File: src/sv/windowed_fractional_rank_top_defines.svh
// assertion macros shared by the rank block
`ifndef WINDOWED_FRACTIONAL_RANK_TOP_DEFINES_SVH
`define WINDOWED_FRACTIONAL_RANK_TOP_DEFINES_SVH

// same-cycle implication, clocked on clk, quiet during reset
`define WFR_ASSERT_NOW(lbl, ante, cons, msg) \
  lbl: assert property (@(posedge clk) disable iff (rst) (ante) |-> (cons)) \
    else $error(msg);

// next-cycle implication, clocked on clk, quiet during reset
`define WFR_ASSERT_NEXT(lbl, ante, cons, msg) \
  lbl: assert property (@(posedge clk) disable iff (rst) (ante) |=> (cons)) \
    else $error(msg);

`endif

File: src/sv/wfr_pkg.sv
`default_nettype none

package wfr_pkg;

  // field widths
  localparam int SAMPLE_W = 32;
  localparam int IDX_W    = 10;
  localparam int WL_W     = 11;
  localparam int RANK_W   = 12;

  // window defaults
  localparam int            WINDOW_DEFAULT = 1024;
  localparam logic [WL_W-1:0] WL_RESET     = 11'd1024;

  // compare chain: one cell per byte slice, most significant first
  localparam int SLICE_W   = 8;
  localparam int NUM_CELLS = SAMPLE_W / SLICE_W;
  localparam int DRAIN_W   = $clog2(NUM_CELLS + 1);
  localparam logic [DRAIN_W-1:0] DRAIN_LAST = DRAIN_W'(NUM_CELLS);

  // action codes
  localparam logic ACT_STORE = 1'b0;
  localparam logic ACT_RANK  = 1'b1;

  typedef struct packed {
    logic                action;
    logic [IDX_W-1:0]    index;
    logic [SAMPLE_W-1:0] value;
  } in_word_t;

  typedef struct packed {
    logic [RANK_W-1:0] rank_doubled;
    logic [IDX_W-1:0]  ranked_index;
  } result_t;

  // word moving down the compare chain
  typedef struct packed {
    logic                valid;
    logic                skip;
    logic                lt;
    logic                eq;
    logic [SAMPLE_W-1:0] sample;
  } cmp_t;

  typedef enum logic [2:0] {
    S_IDLE,
    S_OWN,
    S_SWEEP,
    S_DRAIN,
    S_DONE
  } state_t;

endpackage

`default_nettype wire

File: src/sv/wfr_cell.sv
`default_nettype none

module wfr_cell import wfr_pkg::*; #(
  parameter int SLICE = 0
) (
  input  logic                clk,
  input  logic                rst,
  input  logic [SAMPLE_W-1:0] own,
  input  cmp_t                up,
  output cmp_t                down
);

  localparam int LO = (NUM_CELLS - 1 - SLICE) * SLICE_W;

  logic [SLICE_W-1:0] samp_sl;
  logic [SLICE_W-1:0] own_sl;
  cmp_t               down_next;

  // refine the ordering with this byte slice
  always_comb begin
    samp_sl             = up.sample[LO +: SLICE_W];
    own_sl              = own[LO +: SLICE_W];
    down_next           = up;
    down_next.lt        = up.lt | (up.eq & (samp_sl < own_sl));
    down_next.eq        = up.eq & (samp_sl == own_sl);
  end

  // hand the word to the next cell
  always_ff @(posedge clk) begin
    if (rst) begin
      down.valid <= 1'b0;
    end else begin
      down.valid <= down_next.valid;
    end
    down.skip   <= down_next.skip;
    down.lt     <= down_next.lt;
    down.eq     <= down_next.eq;
    down.sample <= down_next.sample;
  end

endmodule

`default_nettype wire

File: config.mk
export PLATFORM = sky130hd
export DESIGN_NAME = wfr_cell
export DESIGN_NICKNAME = d
export VERILOG_FILES = /design/src/sv/windowed_fractional_rank_top_defines.svh /design/src/sv/wfr_pkg.sv /design/src/sv/wfr_cell.sv
export SDC_FILE = /design/constraint.sdc
export NUM_CORES = 1
export LEC_CHECK = 0
export BUFFER_PORTS_ARGS = -buffer_cell sky130_fd_sc_hd__buf_2
export CORE_UTILIZATION = 29
export DETAILED_ROUTE_END_ITERATION = 16
export PLACE_DENSITY = 0.76
export RECOVER_POWER = 100
export SYNTH_ARGS = -nofsm -noshare
export SYNTH_HDL_FRONTEND = slang
export SYNTH_SLANG_ARGS = --single-unit
File: constraint.sdc
create_clock -name clk -period 0.9 [get_ports clk]
set_input_delay 0.09 -clock clk [delete_from_list [all_inputs] [get_ports clk]]
set_output_delay 0.09 -clock clk [all_outputs]
set_load 0.01 [all_outputs]
==> results.yml <==
floorplan:
  initial_core_util_pct: 31.0
  design.die.area_um2: 3530
  chipWidth_um: 59.4
  io_pins: 106
  die_h_um: 59.4
  num_rows: 20
  core-area_um2: 3080
status:
  violations: "negative setup slack"
  status: "finished, violations left"
critical_path:
  cp_num_buf_inv: 1
  critPathKind: "reg2out"
  worstPathRequired_ns: 0.81
  cp_cell_sequence: "buf_2"
  worstPathMaxFanout: 1
  cpPeakStageDelay_ns: 0.35
  worstSetupStartpointType: "flop"
  cp_slowest_cell: "dfxtp_1"
  crit_path_end_kind: "primary output"
  critPathTopFamily: "flip-flops"
  crit_arrival_ns: 0.84
detailed_routing:
  dr.pass1.iters: 4
  drt_iter0_markers: 37
  wirelength_um: 3640
  route.detailed.drc: 0
  ant_nets: 0
  vias: 987
  viasPerCell: 4.13
  wl_per_cell_um: 15.2
layout:
  fin_area_um2: 2000
  fin_nets: 272
  top_register: "down"
  drive_gt1_share_pct: 53.3
  area_growth_pct: 109
  largest_reg_flops: 36
  reg_top3: "down (36)"
  post-route-util_pct: 64.8
  antenna_cells: 0
sta:
  worst_slack_ns: -0.0276
  fin_crit_sh_pct: 103
  slew_headroom_pct: 86.4
  rsz0062_at_grt: "yes"
  fmax_ghz: 1.08
  hold_slack_ns: 0.0253
  fin_tns_setup_ns: -0.0467
  setup_viol: 2
  period_minus_slack_ns: 0.928
  drv_slew: 0
  worstMarginPinSlew_ns: 0.203
  hold_viol: 0
yosys:
  avgSynthCellArea_um2: 14.2
  synth_compound_area_share_pct: 5.37
  ys_ff_latch: 36
  yosysTopAreaCellShare_pct: 75.5
  synth-xor-area-share_pct: 0
  yosysWarningCount: 0
  yosysMostFrequentCell: "dfxtp_1"
  seq_area_frac_synth_pct: 75.5
  syn_nets: 145
  synth_area_leaders: "dfxtp_1 75%, ha_1 10%, inv_1 3.9%"
  synth_cell_types: 13
  yosysTopAreaCell: "dfxtp_1"
  synthSimpleGateAreaFrac_pct: 4.72
  synthMuxAreaShare_pct: 0
  ys.flop_type: "dfxtp_1"
  synth-edff-count: 0
  netlist_area_um2: 955
  postSynth.asyncResetShare_pct: 0
  synth_top_family_by_area: "adder cells"
  synthAdderAreaFrac_pct: 10.5
  synthCells: 67
  netlist_top_cells_count: "36 x dfxtp_1, 10 x inv_1, 8 x ha_1"
clocking:
  cts.clk_slew.worst_paths_ns: 0.11
  cts_buffers: 5
  clockRootBuffer: "clkbuf_4"
  cts_tree: "done"
  cts.sinks: 36
  post_cts_buffers: 0
  cts_max_level: 2
  clock_path_buffers: 2
global_route:
  grt-ovfl-total: 0
  met3_usage_pct: 7.21
  grt_max_degree: 12
  gr-max-usage-layer: "met2"
  grt_first_pass_wirelength_um: 4380
  antenna_found_initial: 0
  track_usage_pct: 17.5
  grt_use_met1_pct: 17.4
  met2_usage_pct: 32.1
  grt_pass1_vias: 951
placed_design:
  numPortBuffers: 81
  place_area_um2: 1440
  hpwl_um: 1720
  gp_congestion: 0.639
pwr:
  peakVddDrop_mv: 0.563
  cellLeakagePower_uw: 0.000988
  p_total_uw: 3370
  cellPowerDensity_nw_per_um2: 1690
min_path:
  worstHoldPathType: "in2reg"
flow_run:
  drv_cap: 0
-- worst paths after layout --
check  cells after the start    start       end  slack [ns]
max                        1  down[3]   down[3]       -0.03
min                        3   up[32]  down[32]        0.03
-- power by group --
| part | internal [uW] | switching (uW) |
|---|---|---|
| clock network | 582 | 543 |
| registers | 1690 | 39.3 |
| logic | 325 | 195 |
| total | 2590 | 777 |
-- cells in the final DEF (no fill, tap or decap) --
cell / instances
nor2b_1: 1
clkinv_2: 1
o2111ai_1: 1
nand4_1: 2
dfxtp_1: 18
clkbuf_1: 9
dlygate4sd3_1: 36
bufinv_16: 1
buf_2: 52
buf_6: 18
buf_4: 1
o211ai_2: 1
nor3_1: 1
nand2_1: 2
nor2b_4: 1
ha_1: 8
inv_1: 10
a21oi_1: 3
dfxtp_2: 18
o21bai_2: 1
clkbuf_2: 3
clkbuf_4: 7
-- metal layers --
metal  share of wire (%)  wire (um)
met5                   0          0
met2                  52       1900
met1                  35       1280
met3                  11        410
met4                 1.5         55
-- metrics by stage --
step	instances	setup slack (ns)
floorplan	67	0.00620
global placement	195	-0.142
detailed placement	195	-0.153
CTS	239	0.000698
global route	239	-0.0642
finish	239	-0.0276
-- logic make-up after synthesis --
| kind of cell | count (synthesis) |
|---|---|
| flip-flops | 36 |
| adder cells (fa/ha/maj) | 8 |
| AND/OR/NAND/NOR | 7 |
| AO/OA/AOI/OAI | 6 |
| buffers and inverters | 10 |
-- final cells by class --
class | instances | area (um2)
Fill cell | 226 | 1080
Timing Repair Buffer | 120 | 891
Sequential cell | 36 | 743
Multi-Input combinational cell | 21 | 193
Tap cell | 44 | 55.1
Clock buffer | 6 | 41.3
Inverter | 10 | 37.5
Clock inverter | 2 | 35.0
-- timing repair --
action	4_1_cts	5_1_grt
hold buffers	36	0
gates resized for setup	1	36
endpoints found under the setup margin	1	27
hold endpoints to repair	35	0
Power figures use the tool's default switching activity.
